**src/rtl/ansi_text_console_parser_defines.svh**
```systemverilog
// ----------------------------------------------------------------------------
// ANSI text console parser assertion macros
// Shared property forms; they expect clk and arst_n in scope.
// ----------------------------------------------------------------------------
`ifndef ANSI_TEXT_CONSOLE_PARSER_DEFINES_SVH
`define ANSI_TEXT_CONSOLE_PARSER_DEFINES_SVH

// Same-cycle implication, checked outside reset.
`define ATCP_ASSERT_IMPLY(label, ante, cons, msg) \
	label: assert property (@(posedge clk) disable iff (!arst_n) (ante) |-> (cons)) \
		else $error(msg);

// Next-cycle implication, checked outside reset.
`define ATCP_ASSERT_NEXT(label, ante, cons, msg) \
	label: assert property (@(posedge clk) disable iff (!arst_n) (ante) |=> (cons)) \
		else $error(msg);

`endif

```
**src/rtl/atcp_pkg.sv**
```systemverilog
// ----------------------------------------------------------------------------
// ANSI text console parser package
// Types, character codes, SGR codes and the 16-color palette.
// ----------------------------------------------------------------------------
`default_nettype none

package atcp_pkg;

	localparam int PARAM_SLOTS_DEF = 8;
	localparam int CFG_INDEX_W     = 1;
	localparam int CFG_DATA_W      = 8;

	localparam logic [7:0]  COLS_RESET = 8'd80;
	localparam logic [6:0]  ROWS_RESET = 7'd25;
	localparam logic [23:0] WHITE_RGB  = 24'hFFFFFF;
	localparam logic [23:0] BLACK_RGB  = 24'h000000;

	// Character codes.
	localparam logic [7:0] CH_ESC    = 8'h1B;
	localparam logic [7:0] CH_LBRACK = 8'h5B;
	localparam logic [7:0] CH_SEMI   = 8'h3B;
	localparam logic [7:0] CH_SGR_M  = 8'h6D;
	localparam logic [7:0] CH_LF     = 8'h0A;
	localparam logic [7:0] CH_CR     = 8'h0D;
	localparam logic [7:0] CH_ZERO   = 8'h30;
	localparam logic [7:0] CH_NINE   = 8'h39;

	// SGR parameter values.
	localparam logic [7:0] SGR_RESET  = 8'd0;
	localparam logic [7:0] SGR_FG_LO  = 8'd30;
	localparam logic [7:0] SGR_FG_HI  = 8'd37;
	localparam logic [7:0] SGR_BG_LO  = 8'd40;
	localparam logic [7:0] SGR_BG_HI  = 8'd47;
	localparam logic [7:0] SGR_FGB_LO = 8'd90;
	localparam logic [7:0] SGR_FGB_HI = 8'd97;
	localparam logic [7:0] PARAM_SAT  = 8'd255;
	localparam logic [3:0] DEC_BASE   = 4'd10;

	typedef enum logic [CFG_INDEX_W-1:0] {
		CFG_TEXT_COLUMNS = 1'b0,
		CFG_TEXT_ROWS    = 1'b1
	} cfg_reg_t;

	typedef enum logic [1:0] {
		MODE_NORMAL = 2'd0,
		MODE_ESC    = 2'd1,
		MODE_CSI    = 2'd2
	} parse_mode_t;

	typedef enum logic [0:0] {
		EV_GLYPH  = 1'b0,
		EV_SCROLL = 1'b1
	} event_kind_t;

	typedef enum logic [1:0] {
		ST_IDLE   = 2'd0,
		ST_APPLY  = 2'd1,
		ST_SCROLL = 2'd2
	} ctrl_state_t;

	typedef struct packed {
		logic take_char;
		logic apply_step;
		logic push_scroll;
	} ctrl_cmd_t;

	typedef struct packed {
		logic fifo_room;
		logic start_apply;
		logic scroll_after;
		logic sweep_last;
	} dp_status_t;

	typedef struct packed {
		event_kind_t kind;
		logic [7:0]  col;
		logic [6:0]  row;
		logic [7:0]  glyph;
		logic [23:0] fore;
		logic [23:0] back;
		logic        last;
	} result_t;

	function automatic logic [23:0] palette_rgb(input logic [3:0] idx);
		logic [23:0] rgb;
		case (idx)
			4'd0:    rgb = 24'h000000;
			4'd1:    rgb = 24'hAA0000;
			4'd2:    rgb = 24'h00AA00;
			4'd3:    rgb = 24'hAA5500;
			4'd4:    rgb = 24'h0000AA;
			4'd5:    rgb = 24'hAA00AA;
			4'd6:    rgb = 24'h00AAAA;
			4'd7:    rgb = 24'hAAAAAA;
			4'd8:    rgb = 24'h555555;
			4'd9:    rgb = 24'hFF5555;
			4'd10:   rgb = 24'h55FF55;
			4'd11:   rgb = 24'hFFFF55;
			4'd12:   rgb = 24'h5555FF;
			4'd13:   rgb = 24'hFF55FF;
			4'd14:   rgb = 24'h55FFFF;
			default: rgb = 24'hFFFFFF;
		endcase
		return rgb;
	endfunction

endpackage

`default_nettype wire

```
**src/rtl/atcp_ctrl.sv**
```systemverilog
// ----------------------------------------------------------------------------
// ANSI text console parser controller
// Input handshake and sequencing of SGR application and trailing scrolls.
// ----------------------------------------------------------------------------
`default_nettype none

module atcp_ctrl (
	input  wire logic                  clk,
	input  wire logic                  arst_n,
	input  wire logic                  char_valid,
	output logic                       char_stall,
	input  wire atcp_pkg::dp_status_t  st,
	output atcp_pkg::ctrl_cmd_t        cmd
);
	import atcp_pkg::*;

	ctrl_state_t state_q, state_d;

	always_ff @(posedge clk or negedge arst_n) begin
		if (!arst_n) begin
			state_q <= ST_IDLE;
		end else begin
			state_q <= state_d;
		end
	end

	always_comb begin
		state_d         = state_q;
		cmd             = '0;
		char_stall      = 1'b1;
		case (state_q)
			ST_IDLE: begin
				char_stall    = !st.fifo_room;
				cmd.take_char = char_valid && st.fifo_room;
				if (cmd.take_char) begin
					if (st.start_apply) begin
						state_d = ST_APPLY;
					end else if (st.scroll_after) begin
						state_d = ST_SCROLL;
					end
				end
			end
			ST_APPLY: begin
				cmd.apply_step = 1'b1;
				if (st.sweep_last) begin
					state_d = ST_IDLE;
				end
			end
			ST_SCROLL: begin
				cmd.push_scroll = 1'b1;
				state_d         = ST_IDLE;
			end
			default: begin
				state_d = ST_IDLE;
			end
		endcase
	end

endmodule

`default_nettype wire

```
**src/rtl/atcp_datapath.sv**
```systemverilog
// ----------------------------------------------------------------------------
// ANSI text console parser datapath
// Escape parser state, parameter store, cursor, colors and result queue.
// ----------------------------------------------------------------------------
`default_nettype none

module atcp_datapath #(
	parameter int PARAM_SLOTS = atcp_pkg::PARAM_SLOTS_DEF
) (
	input  wire logic                                 clk,
	input  wire logic                                 arst_n,
	input  wire logic [7:0]                           char_code,
	input  wire logic                                 cfg_valid,
	input  wire logic [atcp_pkg::CFG_INDEX_W-1:0]     cfg_index,
	input  wire logic [atcp_pkg::CFG_DATA_W-1:0]      cfg_data,
	input  wire atcp_pkg::ctrl_cmd_t                  cmd,
	output atcp_pkg::dp_status_t                      st,
	output logic                                      event_valid,
	input  wire logic                                 event_stall,
	output atcp_pkg::result_t                         head
);
	import atcp_pkg::*;

	localparam int PIDX_W    = $clog2(PARAM_SLOTS);
	localparam int FIFO_DEPTH = 3;

	// Configuration and parser state.
	logic [7:0]        cols_q;
	logic [6:0]        rows_q;
	parse_mode_t       mode_q;
	logic [PIDX_W-1:0] count_q;
	logic [PIDX_W-1:0] sweep_q;
	logic [7:0]        ccol_q;
	logic [6:0]        crow_q;
	logic [23:0]       fore_q;
	logic [23:0]       back_q;
	logic [7:0]        params_q [PARAM_SLOTS];

	// Result queue.
	result_t           fifo_q [FIFO_DEPTH];
	logic [1:0]        wr_q;
	logic [1:0]        rd_q;
	logic [1:0]        fill_q;

	// Decode.
	logic              in_esc, in_csi, esc_bracket, text_path;
	logic              is_digit, is_semi, is_ordinary, is_lf, is_cr;
	logic              glyph_ok, do_glyph, wrap, line_adv, scroll;
	logic [8:0]        col_inc;
	logic [7:0]        row_inc;
	logic [6:0]        rows_m1;
	logic              semi_room;

	// Parameter store access.
	logic [PIDX_W-1:0] rd_addr;
	logic [7:0]        rd_data;
	logic [11:0]       acc;
	logic [7:0]        acc_sat;
	logic              p_we;
	logic [PIDX_W-1:0] p_waddr;
	logic [7:0]        p_wdata;

	logic              push, pop;
	result_t           push_data;

	always_comb begin
		in_esc      = (mode_q == MODE_ESC);
		in_csi      = (mode_q == MODE_CSI);
		esc_bracket = in_esc && (char_code == CH_LBRACK);
		text_path   = !in_csi && !esc_bracket;
		is_digit    = (char_code >= CH_ZERO) && (char_code <= CH_NINE);
		is_semi     = (char_code == CH_SEMI);
		is_lf       = text_path && (char_code == CH_LF);
		is_cr       = text_path && (char_code == CH_CR);
		is_ordinary = text_path && (char_code != CH_ESC) && (char_code != CH_LF)
			&& (char_code != CH_CR);
		glyph_ok    = (ccol_q < cols_q) && (crow_q < rows_q);
		do_glyph    = is_ordinary && glyph_ok;
		col_inc     = {1'b0, ccol_q} + 9'd1;
		wrap        = (col_inc >= {1'b0, cols_q});
		line_adv    = is_lf || (is_ordinary && wrap);
		row_inc     = {1'b0, crow_q} + 8'd1;
		scroll      = line_adv && (row_inc >= {1'b0, rows_q});
		rows_m1     = rows_q - 7'd1;
		semi_room   = (count_q < PIDX_W'(PARAM_SLOTS - 1));
	end

	// One read port shared by digit accumulation and the SGR sweep.
	assign rd_addr = cmd.apply_step ? sweep_q : count_q;
	assign rd_data = params_q[rd_addr];

	always_comb begin
		acc     = ({4'b0, rd_data} * {8'b0, DEC_BASE}) + {8'b0, char_code[3:0]};
		acc_sat = (acc > {4'b0, PARAM_SAT}) ? PARAM_SAT : acc[7:0];
		p_we    = 1'b0;
		p_waddr = count_q;
		p_wdata = acc_sat;
		if (cmd.take_char) begin
			if (esc_bracket) begin
				p_we    = 1'b1;
				p_waddr = '0;
				p_wdata = '0;
			end else if (in_csi && is_digit) begin
				p_we    = 1'b1;
			end else if (in_csi && is_semi && semi_room) begin
				p_we    = 1'b1;
				p_waddr = count_q + PIDX_W'(1);
				p_wdata = '0;
			end
		end
	end

	assign st.fifo_room    = (fill_q <= 2'd1);
	assign st.start_apply  = in_csi && (char_code == CH_SGR_M);
	assign st.scroll_after = do_glyph && scroll;
	assign st.sweep_last   = (sweep_q == count_q);

	always_ff @(posedge clk) begin
		if (p_we) begin
			params_q[p_waddr] <= p_wdata;
		end
	end

	always_ff @(posedge clk or negedge arst_n) begin
		if (!arst_n) begin
			cols_q  <= COLS_RESET;
			rows_q  <= ROWS_RESET;
			mode_q  <= MODE_NORMAL;
			count_q <= '0;
			sweep_q <= '0;
			ccol_q  <= '0;
			crow_q  <= '0;
			fore_q  <= WHITE_RGB;
			back_q  <= BLACK_RGB;
		end else begin
			if (cfg_valid) begin
				case (cfg_reg_t'(cfg_index))
					CFG_TEXT_COLUMNS: cols_q <= cfg_data;
					CFG_TEXT_ROWS:    rows_q <= cfg_data[6:0];
					default: begin
					end
				endcase
			end
			if (cmd.take_char) begin
				sweep_q <= '0;
				if (esc_bracket) begin
					mode_q  <= MODE_CSI;
					count_q <= '0;
				end else if (in_csi) begin
					if (is_semi) begin
						if (semi_room) begin
							count_q <= count_q + PIDX_W'(1);
						end
					end else if (!is_digit) begin
						mode_q <= MODE_NORMAL;
					end
				end else if (char_code == CH_ESC) begin
					mode_q <= MODE_ESC;
				end else begin
					mode_q <= MODE_NORMAL;
				end
				if (line_adv) begin
					ccol_q <= '0;
					crow_q <= scroll ? rows_m1 : row_inc[6:0];
				end else if (is_cr) begin
					ccol_q <= '0;
				end else if (is_ordinary) begin
					ccol_q <= col_inc[7:0];
				end
			end
			if (cmd.apply_step) begin
				sweep_q <= sweep_q + PIDX_W'(1);
				if (rd_data == SGR_RESET) begin
					fore_q <= WHITE_RGB;
					back_q <= BLACK_RGB;
				end else if ((rd_data >= SGR_FG_LO) && (rd_data <= SGR_FG_HI)) begin
					fore_q <= palette_rgb({1'b0, 3'(rd_data - SGR_FG_LO)});
				end else if ((rd_data >= SGR_FGB_LO) && (rd_data <= SGR_FGB_HI)) begin
					fore_q <= palette_rgb({1'b1, 3'(rd_data - SGR_FGB_LO)});
				end else if ((rd_data >= SGR_BG_LO) && (rd_data <= SGR_BG_HI)) begin
					back_q <= palette_rgb({1'b0, 3'(rd_data - SGR_BG_LO)});
				end
			end
		end
	end

	// A glyph goes in with the item; a scroll that follows it goes in on the next cycle.
	always_comb begin
		push            = (cmd.take_char && (do_glyph || scroll)) || cmd.push_scroll;
		push_data.kind  = EV_SCROLL;
		push_data.col   = '0;
		push_data.row   = '0;
		push_data.glyph = '0;
		push_data.fore  = fore_q;
		push_data.back  = back_q;
		push_data.last  = 1'b1;
		if (cmd.take_char && do_glyph) begin
			push_data.kind  = EV_GLYPH;
			push_data.col   = ccol_q;
			push_data.row   = crow_q;
			push_data.glyph = char_code;
			push_data.last  = !scroll;
		end
	end

	assign event_valid = (fill_q != 2'd0);
	assign pop         = event_valid && !event_stall;
	assign head        = fifo_q[rd_q];

	always_ff @(posedge clk) begin
		if (push) begin
			fifo_q[wr_q] <= push_data;
		end
	end

	always_ff @(posedge clk or negedge arst_n) begin
		if (!arst_n) begin
			wr_q   <= '0;
			rd_q   <= '0;
			fill_q <= '0;
		end else begin
			if (push) begin
				wr_q <= (wr_q == 2'(FIFO_DEPTH - 1)) ? 2'd0 : wr_q + 2'd1;
			end
			if (pop) begin
				rd_q <= (rd_q == 2'(FIFO_DEPTH - 1)) ? 2'd0 : rd_q + 2'd1;
			end
			fill_q <= fill_q + {1'b0, push} - {1'b0, pop};
		end
	end

endmodule

`default_nettype wire

```
**src/rtl/ansi_text_console_parser.sv**
```systemverilog
// ----------------------------------------------------------------------------
// ANSI text console parser
// Byte-stream console parser producing glyph draw and scroll events.
// ----------------------------------------------------------------------------
// One byte is taken per item. Escape and parameter bytes produce no event.
// An ordinary byte yields a draw event when the cursor lies on screen. When
// that draw is followed by a scroll, the scroll is queued in the following
// cycle and the next byte waits for it. A scroll with no draw before it is
// queued in the byte's own cycle: a line feed, or a wrap from a cursor left
// off screen. An SGR terminator 'm' stalls the next byte while the colors are
// updated by a single sweep over the stored parameters (up to PARAM_SLOTS).
// Events leave through a three-entry queue; when no sweep or scroll is pending,
// the next byte is accepted whenever at most one event is still waiting.
// Configuration writes are always ready and take effect at once.
`default_nettype none

module ansi_text_console_parser #(
	parameter int PARAM_SLOTS = atcp_pkg::PARAM_SLOTS_DEF
) (
	input  wire logic                              clk,
	input  wire logic                              arst_n,
	input  wire logic                              char_valid,
	output logic                                   char_stall,
	input  wire logic [7:0]                        char_code,
	input  wire logic                              cfg_valid,
	output logic                                   cfg_ready,
	input  wire logic [atcp_pkg::CFG_INDEX_W-1:0]  cfg_index,
	input  wire logic [atcp_pkg::CFG_DATA_W-1:0]   cfg_data,
	output logic                                   event_valid,
	input  wire logic                              event_stall,
	output logic                                   event_kind,
	output logic [7:0]                             cell_column,
	output logic [6:0]                             cell_row,
	output logic [7:0]                             glyph_code,
	output logic [23:0]                            fore_rgb,
	output logic [23:0]                            back_rgb,
	output logic                                   last_event
);
	import atcp_pkg::*;

	`include "ansi_text_console_parser_defines.svh"

	ctrl_cmd_t  cmd;
	dp_status_t st;
	result_t    head;

	assign cfg_ready = 1'b1;

	atcp_ctrl u_ctrl (
		.clk        (clk),
		.arst_n     (arst_n),
		.char_valid (char_valid),
		.char_stall (char_stall),
		.st         (st),
		.cmd        (cmd)
	);

	atcp_datapath #(
		.PARAM_SLOTS (PARAM_SLOTS)
	) u_datapath (
		.clk         (clk),
		.arst_n      (arst_n),
		.char_code   (char_code),
		.cfg_valid   (cfg_valid && cfg_ready),
		.cfg_index   (cfg_index),
		.cfg_data    (cfg_data),
		.cmd         (cmd),
		.st          (st),
		.event_valid (event_valid),
		.event_stall (event_stall),
		.head        (head)
	);

	assign event_kind  = head.kind;
	assign cell_column = head.col;
	assign cell_row    = head.row;
	assign glyph_code  = head.glyph;
	assign fore_rgb    = head.fore;
	assign back_rgb    = head.back;
	assign last_event  = head.last;

	`ATCP_ASSERT_IMPLY(a_no_take_apply, cmd.apply_step, char_stall && !cmd.take_char, "take in sweep")
	`ATCP_ASSERT_NEXT(a_scroll_follows, cmd.take_char && st.scroll_after, cmd.push_scroll, "no scroll")
	`ATCP_ASSERT_IMPLY(a_scroll_after_take, cmd.push_scroll, $past(cmd.take_char), "stray scroll")

endmodule

`default_nettype wire
```
**config.mk**
```make
export PLATFORM = sky130hd
export DESIGN_NAME = ansi_text_console_parser
export DESIGN_NICKNAME = d
export VERILOG_FILES = /design/src/rtl/atcp_pkg.sv /design/src/rtl/atcp_ctrl.sv /design/src/rtl/atcp_datapath.sv /design/src/rtl/ansi_text_console_parser.sv
export VERILOG_INCLUDE_DIRS = /design/src /design/src/rtl
export SDC_FILE = /design/constraint.sdc
export NUM_CORES = 1
export LEC_CHECK = 0
export BUFFER_PORTS_ARGS = -buffer_cell sky130_fd_sc_hd__buf_2
export CORE_MARGIN = 5
export CORE_UTILIZATION = 40
export DETAILED_ROUTE_END_ITERATION = 8
export PLACE_DENSITY = 0.56
export SLEW_MARGIN = 30
export SYNTH_ARGS = -nofsm -noshare
export SYNTH_HDL_FRONTEND = slang
export SYNTH_SLANG_ARGS = --single-unit
```
**constraint.sdc**
```tcl
create_clock -name clk -period 5.2 [get_ports clk]
set_input_delay 1.04 -clock clk [delete_from_list [all_inputs] [get_ports clk]]
set_output_delay 1.04 -clock clk [all_outputs]
set_load 0.03 [all_outputs]
```
# --- Word-level counts from Yosys, hierarchy flattened ---
# Memories as Yosys holds them, arrays and structs flattened.
# Index checks and enable logic that the tools add are counted.
classes:
  n_addsub: 13
  reduce_logical: 52
  n_mul: 1
  magnitude_cmp: 15
  eq_ne: 29
  n_bitwise: 1
  muxes: 54
op_table:
  columns: ["op", "n"]
  rows:
  - ["$mux W24", 8]
  - ["$pmux W24 S7", 1]
  - ["$mux W8", 8]
  - ["$mux W3", 11]
  - ["$le A8 B6 Y1 const B", 3]
  - ["$logic_and A1 B1 Y1", 24]
  - ["$mux W2", 10]
  - ["$eq A8 B4 Y1 const B", 2]
  - ["$eq A8 B7 Y1 const B", 2]
  - ["$ge A8 B6 Y1 const B", 2]
  - ["$ne A8 B4 Y1 const B", 2]
  - ["$mux W1", 14]
  - ["$add A12 B4 Y12", 1]
  - ["$gt A12 B8 Y1 const B", 1]
  - ["$reduce_bool A2 Y1", 6]
  - ["$mul A8 B3 Y11 const B", 1]
  - ["$reduce_and A2 Y1", 5]
  - ["$add A8 B1 Y9 const B", 1]
  - ["$eq A3 B3 Y1 const B", 3]
  - ["$ge A9 B8 Y1", 1]
  - ["$ne A3 B3 Y1 const B", 3]
  - ["$add A7 B1 Y8 const B", 1]
  - ["$eq A2 B2 Y1 const B", 4]
  - ["$eq A8 B5 Y1 const B", 1]
  - ["other kinds (35)", 50]
word_totals:
  wordCells: 182
  output_inout_bits: 76
  mem_count: 4
  ramBits: 283
  regBits: 94
  romBits: 256
  input_bits: 22
mem_list:
  columns: ["name", "depth", "width", "read_ports", "rd_clocked_by_memory_dff", "write_ports", "line", "source"]
  rows:
  - ["u_datapath.fifo_q", 3, 73, 1, 0, 1, "atcp_datapath.sv:40", "result_t fifo_q [FIFO_DEPTH];"]
  - ["(name not given)", 8, 16, 1, 0, 0, "atcp_pkg.sv:86", "case (idx)"]
  - ["(name not given)", 8, 16, 1, 0, 0, "atcp_pkg.sv:86", null]
  - ["u_datapath.params_q", 8, 8, 1, 0, 1, "atcp_datapath.sv:37", "logic [7:0] params_q [PARAM_SLOTS];"]

# --- Longest topological paths before layout ---
logic_depth:
  ltp_word: 15
  depth_mapped: 19
  mapped_depth_nobuf: 16

# --- By module ---
# Synthesis repeated with hierarchy kept, for this count alone.
hier_totals:
  cells_unflattened: 1014
  hier_area_um2: 11617.4
modules_own_cells:
  columns: ["mod", "area_per_inst_um2", "cells_each", "instances", "seq_area_each_um2"]
  rows:
  - ["atcp_datapath", 11477.3, 999, 1, 6323.6]
  - ["atcp_ctrl", 128.9, 13, 1, 50.0]
  - ["ansi_text_console_parser", 11.3, 2, 1, 0.0]

# --- Worst setup path after synthesis ---
# OpenSTA, ideal clock, no wires.
synth_path:
  path_kind: "flip-flop to flip-flop"
  start: "register u_ctrl.state_q[0]"
  end: "memory u_datapath.params_q[0][3], data pin"
  path_slack_ps: 1025
  t_arrival_ps: 3899
  n_path_buf: 1
  period_less_slack_ps: 4175
  setup_ps: 276
  path_stages_with_launch: 16
  t_required_ps: 4924
  cell_sequence: "dfrtp_1 > and3b_4 > a21o_4 > buf_6 > mux2i_1 > a221oi_4 > ha_1 > ha_1 > fa_1 > xnor2_1 > nor3_1 > nand3_1 > o221a_2 > o22ai_1 > o2111ai_1 > o21a_1"
synth_between:
  elab_chain_len: 12
  word_cells_on_any_way: 14
  cone_classes: "1 x add/sub; 1 x mul; 1 x order compare; 1 x eq/ne; 8 x mux; 1 x reduce/logical; 1 x memory"
synth_lines:
  columns: ["element", "line", "source"]
  rows:
  - ["start: declaration", "atcp_ctrl.sv:17", "ctrl_state_t state_q, state_d;"]
  - ["start signal: assignment", "atcp_ctrl.sv:23", "state_q <= state_d;"]
  - ["$eq A2 B1 Y1", "atcp_ctrl.sv:31", "case (state_q)"]
  - ["$mux W1", "atcp_ctrl.sv:31", null]
  - ["$mux W3", "atcp_datapath.sv:89", "assign rd_addr = cmd.apply_step ? sweep_q : count_q;"]
  - ["$mem_v2 Z8 W8", null, null]
  - ["$mul A8 B3 Y11", "atcp_datapath.sv:93", "acc = ({4'b0, rd_data} * {8'b0, DEC_BASE}) + {8'b0, char_code[3:0]};"]
  - ["$add A12 B4 Y12", "atcp_datapath.sv:93", null]
  - ["$gt A12 B8 Y1", "atcp_datapath.sv:94", "acc_sat = (acc > {4'b0, PARAM_SAT}) ? PARAM_SAT : acc[7:0];"]
  - ["$mux W8", "atcp_datapath.sv:94", null]
  - ["$mux W8", "atcp_datapath.sv:105", "end else if (in_csi && is_semi && semi_room) begin"]
  - ["$mux W8", "atcp_datapath.sv:103", "end else if (in_csi && is_digit) begin"]
  - ["$mux W8", "atcp_datapath.sv:99", "if (esc_bracket) begin"]
  - ["$mux W8 (*)", "atcp_datapath.sv:98", "if (cmd.take_char) begin"]
  - ["via u_datapath.p_wdata[3]", "atcp_datapath.sv:61", "logic [7:0] p_wdata;"]
  - ["end: declaration", "atcp_datapath.sv:37", null]
# The timed path passes the listed nets; every way through them passes the cells marked *.

# --- Final worst setup path ---
layout_path:
  start: "register u_ctrl.state_q[1]"
  end: "memory u_datapath.params_q[3][0], data pin"
# The elaborated chain is that of the path after synthesis.

==> impl_metrics.csv <==
group,metric,value,unit
clocking,ctsResizeCount,0,
layout,multi_input_area,0.00454,mm^2
clocking,cts_tree,"done",
synthesis,netlist_area,0.0116,mm^2
place,place_congestion,0.818,
floorplanning,start_util,0.404,
place,dpl_worst_slack,481,ps
timing,whs,477,ps
place,dpl-instance-area,0.0122,mm^2
detailed_routing,vias_per_cell,5.04,
timing,final_hold_viol_count,0,
worst_setup_path,crit_arrival,5070,ps
place,port_buffers,88,
timing,rsz0062_at_grt,"false",
run,maxCapViolations,0,
detailed_routing,wl,24.7,mm
detailed_routing,via_count,7155,
timing,finalSetupViolCount,0,
clocking,clockRootBuffer,"clkbuf_16",
floorplanning,die_w,180,um
layout,drive_gt1_frac,0.215,
layout,instances_no_fill,1420,
synthesis,ys_types,86,
worst_setup_path,start_kind,"register",
detailed_routing,dr.pass1.iters,5,
synthesis,yosys_warnings,0,
power,power_leakage,5.02,nW
place,hpwl,18.1,mm
timing,max_slew_margin,0.411,
layout,areaGrowthSynthToFinish,12.9,%
clocking,postCtsSetupBuffers,0,
timing,tns,0,ps
synthesis,yosys_register_bits,221,
power,ir_drop,0.000213,V
synthesis,ys_async_sr_fraction,0.249,
worst_setup_path,worstPathCellList,"and3b_4, a21o_4, mux2i_1, a221oi_4, ha_1, ha_1, fa_1, xnor2_1, or3b_2, nand3_1, o221a_2, o22ai_1, o2111ai_1, buf_4, o21a_1",
synthesis,synth_edf_count,166,
worst_setup_path,slowest_delay,540,ps
status,status,"complete, no violations",
global_route,grt_start_max_net_pins,56,
detailed_routing,drc_errors,0,
timing,period_needed,4760,ps
floorplanning,die_h,180,um
detailed_routing,avgRoutedWirePerCell,17.4,um
floorplanning,core-area,0.0286,mm^2
clocking,clk_latency,500,ps
global_route,grt_first_pass_wirelength,39.2,mm
global_route,track_usage,0.149,
floorplanning,fp-row-count,62,
worst_hold_path,hold_depth,2,
worst_setup_path,critPathKind,"register to register",
timing,period_share,0.916,
detailed_routing,drt_iter0_drc,449,
worst_setup_path,crit_top_cell,"ha_1",
worst_setup_path,cp-end-kind,"register",
clocking,clock_path_buffers,3,
global_route,grt_pass1_vias,6884,
global_route,antenna_found_initial,1,
floorplanning,io_pins,98,
floorplanning,fp.dieArea,0.0324,mm^2
global_route,overflow,0,
timing,skew,7.38,ps
layout,final_area,0.0130,mm^2
synthesis,seq_area_frac_synth,0.552,
clocking,clk_pin_slew,60,ps
layout,nFillCells,2600,
timing,drv_slew,0,
worst_setup_path,critPathRequiredTime,5500,ps
clocking,htree_levels,1,
worst_setup_path,rr_worst_depth,15,
synthesis,avgSynthCellArea,12.2,um^2
synthesis,postSynthCellCount,945,
power,p_per_area,458,mW/mm^2
layout,register_area,0.00638,mm^2
timing,fin_ws,438,ps
clocking,cts_hold_buffers,0,
synthesis,ys.flop_type,"edfxtp_1",
layout,final_nets,1096,
place,post-place-cells,1380,
layout,num_antenna_cells,0,
clocking,numCtsBuffers,23,
worst_setup_path,critPathMaxFanout,24,
timing,tightestPinTransition,880,ps
detailed_routing,ant_nets,0,
worst_hold_path,min_path_type,"register to register",
timing,timing.fmax,210,MHz
clocking,numClockSinks,221,
worst_setup_path,slowest_stage,"a221oi_4",
-- final timing paths --
path | to | slack (ps) | start
max reg2reg | u_datapath.params_q[3][0]$_DFFE_PP_ | 440 | u_ctrl.state_q[1]$_DFFE_PN0P_
min reg2reg | u_datapath.fore_q[21]$_DFFE_PN1P_ | 480 | u_datapath.fore_q[21]$_DFFE_PN1P_
min in group asynchronous | u_datapath.ccol_q[3]$_DFFE_PN0P_ | 690 | arst_n
max in group asynchronous | u_datapath.rd_q[0]$_DFFE_PN0P_ | 3960 | arst_n
min | u_datapath.fore_q[21]$_DFFE_PN1P_ | 480 | u_datapath.fore_q[21]$_DFFE_PN1P_
max | u_datapath.params_q[3][0]$_DFFE_PP_ | 440 | u_ctrl.state_q[1]$_DFFE_PN0P_
-- through the flow --
step | power, W | utilization
after detailed placement | 0.00429 | 0.427
after global placement | 0.00428 | 0.427
after floorplan | 0.00386 | -
final | 0.00598 | 0.456
after global routing | 0.00633 | 0.456
after CTS | 0.00607 | 0.456
-- Yosys cell counts (all sizes together) (7+ instances only) --
cell type	count	area [um^2]
xor2	9	78.8
mux2	26	297
nand2b	8	57.6
nor2	54	213
and3	7	48.8
o21ai	77	393
a21oi	21	116
dfrtp	45	1130
nor3	14	75.1
nor2b	9	56.3
xnor2	20	175
and2	25	156
inv	50	188
dfstp	10	263
nand2	78	293
o21a	17	128
a211oi	26	235
nand3	13	65.1
mux2i	66	661
buf	56	438
edfxtp	166	4980
clkbuf	16	60.1
ha	51	638
-- final cells by class --
cell class	instances	area share
Clock buffer	25	0.0447
Tap cell	384	0.0368
Clock inverter	15	0.0176
Timing Repair Buffer	116	0.0499
Inverter	50	0.0144
Sequential cell	221	0.489
Multi-Input combinational cell	609	0.348
-- cells in the final DEF (no fill, tap or decap), types with 7 or more instances in the layout --
cell type / count
o21ai_0: 74
nand2_1: 78
buf_2: 88
and2_1: 25
ha_1: 51
dfstp_2: 10
clkbuf_16: 23
a21oi_1: 20
buf_4: 28
xor2_1: 9
mux2_1: 10
dfrtp_1: 43
nand2b_1: 7
nand3_1: 13
a211oi_1: 18
edfxtp_1: 166
nor3_1: 13
a211oi_2: 8
nor2b_1: 8
o21a_1: 17
xnor2_1: 20
mux2_2: 15
nor2_1: 52
mux2i_1: 66
conb_1: 9
inv_1: 48
-- worst max-delay path: cells and delay by family, from the launching register on --
kind | cells | cell delay [ps]
simple gates | 3 | 1090
xor+xnor | 1 | 170
compound gates | 6 | 1480
buf+inv | 1 | 210
mux | 1 | 180
fa+ha+maj | 3 | 950
flops | 1 | 470
-- registers in the layout (all words and copies together), names as in the netlist --
name                 flops
u_datapath.fifo_q      102
u_datapath.params_q     64
u_datapath.ccol_q        8
u_datapath.cols_q        8
u_datapath.crow_q        7
u_datapath.rows_q        7
u_datapath.fore_q        5
u_datapath.back_q        4
u_datapath.count_q       3
u_datapath.sweep_q       3
u_ctrl.state_q           2
u_datapath.fill_q        2
u_datapath.mode_q        2
u_datapath.rd_q          2
u_datapath.wr_q          2
-- power by group --
part | internal [W] | switching, W
Sequential | 0.00212 | 0.000201
Clock | 0.00111 | 0.000656
Combinational | 0.000617 | 0.00127
Total | 0.00385 | 0.00213
-- layer usage --
metal | vias up | GRT usage | wire [um]
li1 | 3554 | - | -
met1 | 3430 | 0.211 | 11700
met2 | 138 | 0.242 | 11600
met3 | 31 | 0.0263 | 1070
met4 | 2 | 0.0326 | 394
met5 | - | 0 | 13
-- logic make-up (layout without fill, tap and decap cells) --
family          Yosys count  count (layout)  synth area share
simple gates            238             238             0.107
fa+ha+maj                53              53            0.0587
buf+inv                 122             206            0.0593
other cells               2               9          0.000650
xor+xnor                 29              29            0.0220
mux                      92              92            0.0828
flops                   221             221             0.552
compound gates          188             188             0.118
No activity file was read; power rests on OpenSTA's default activity.
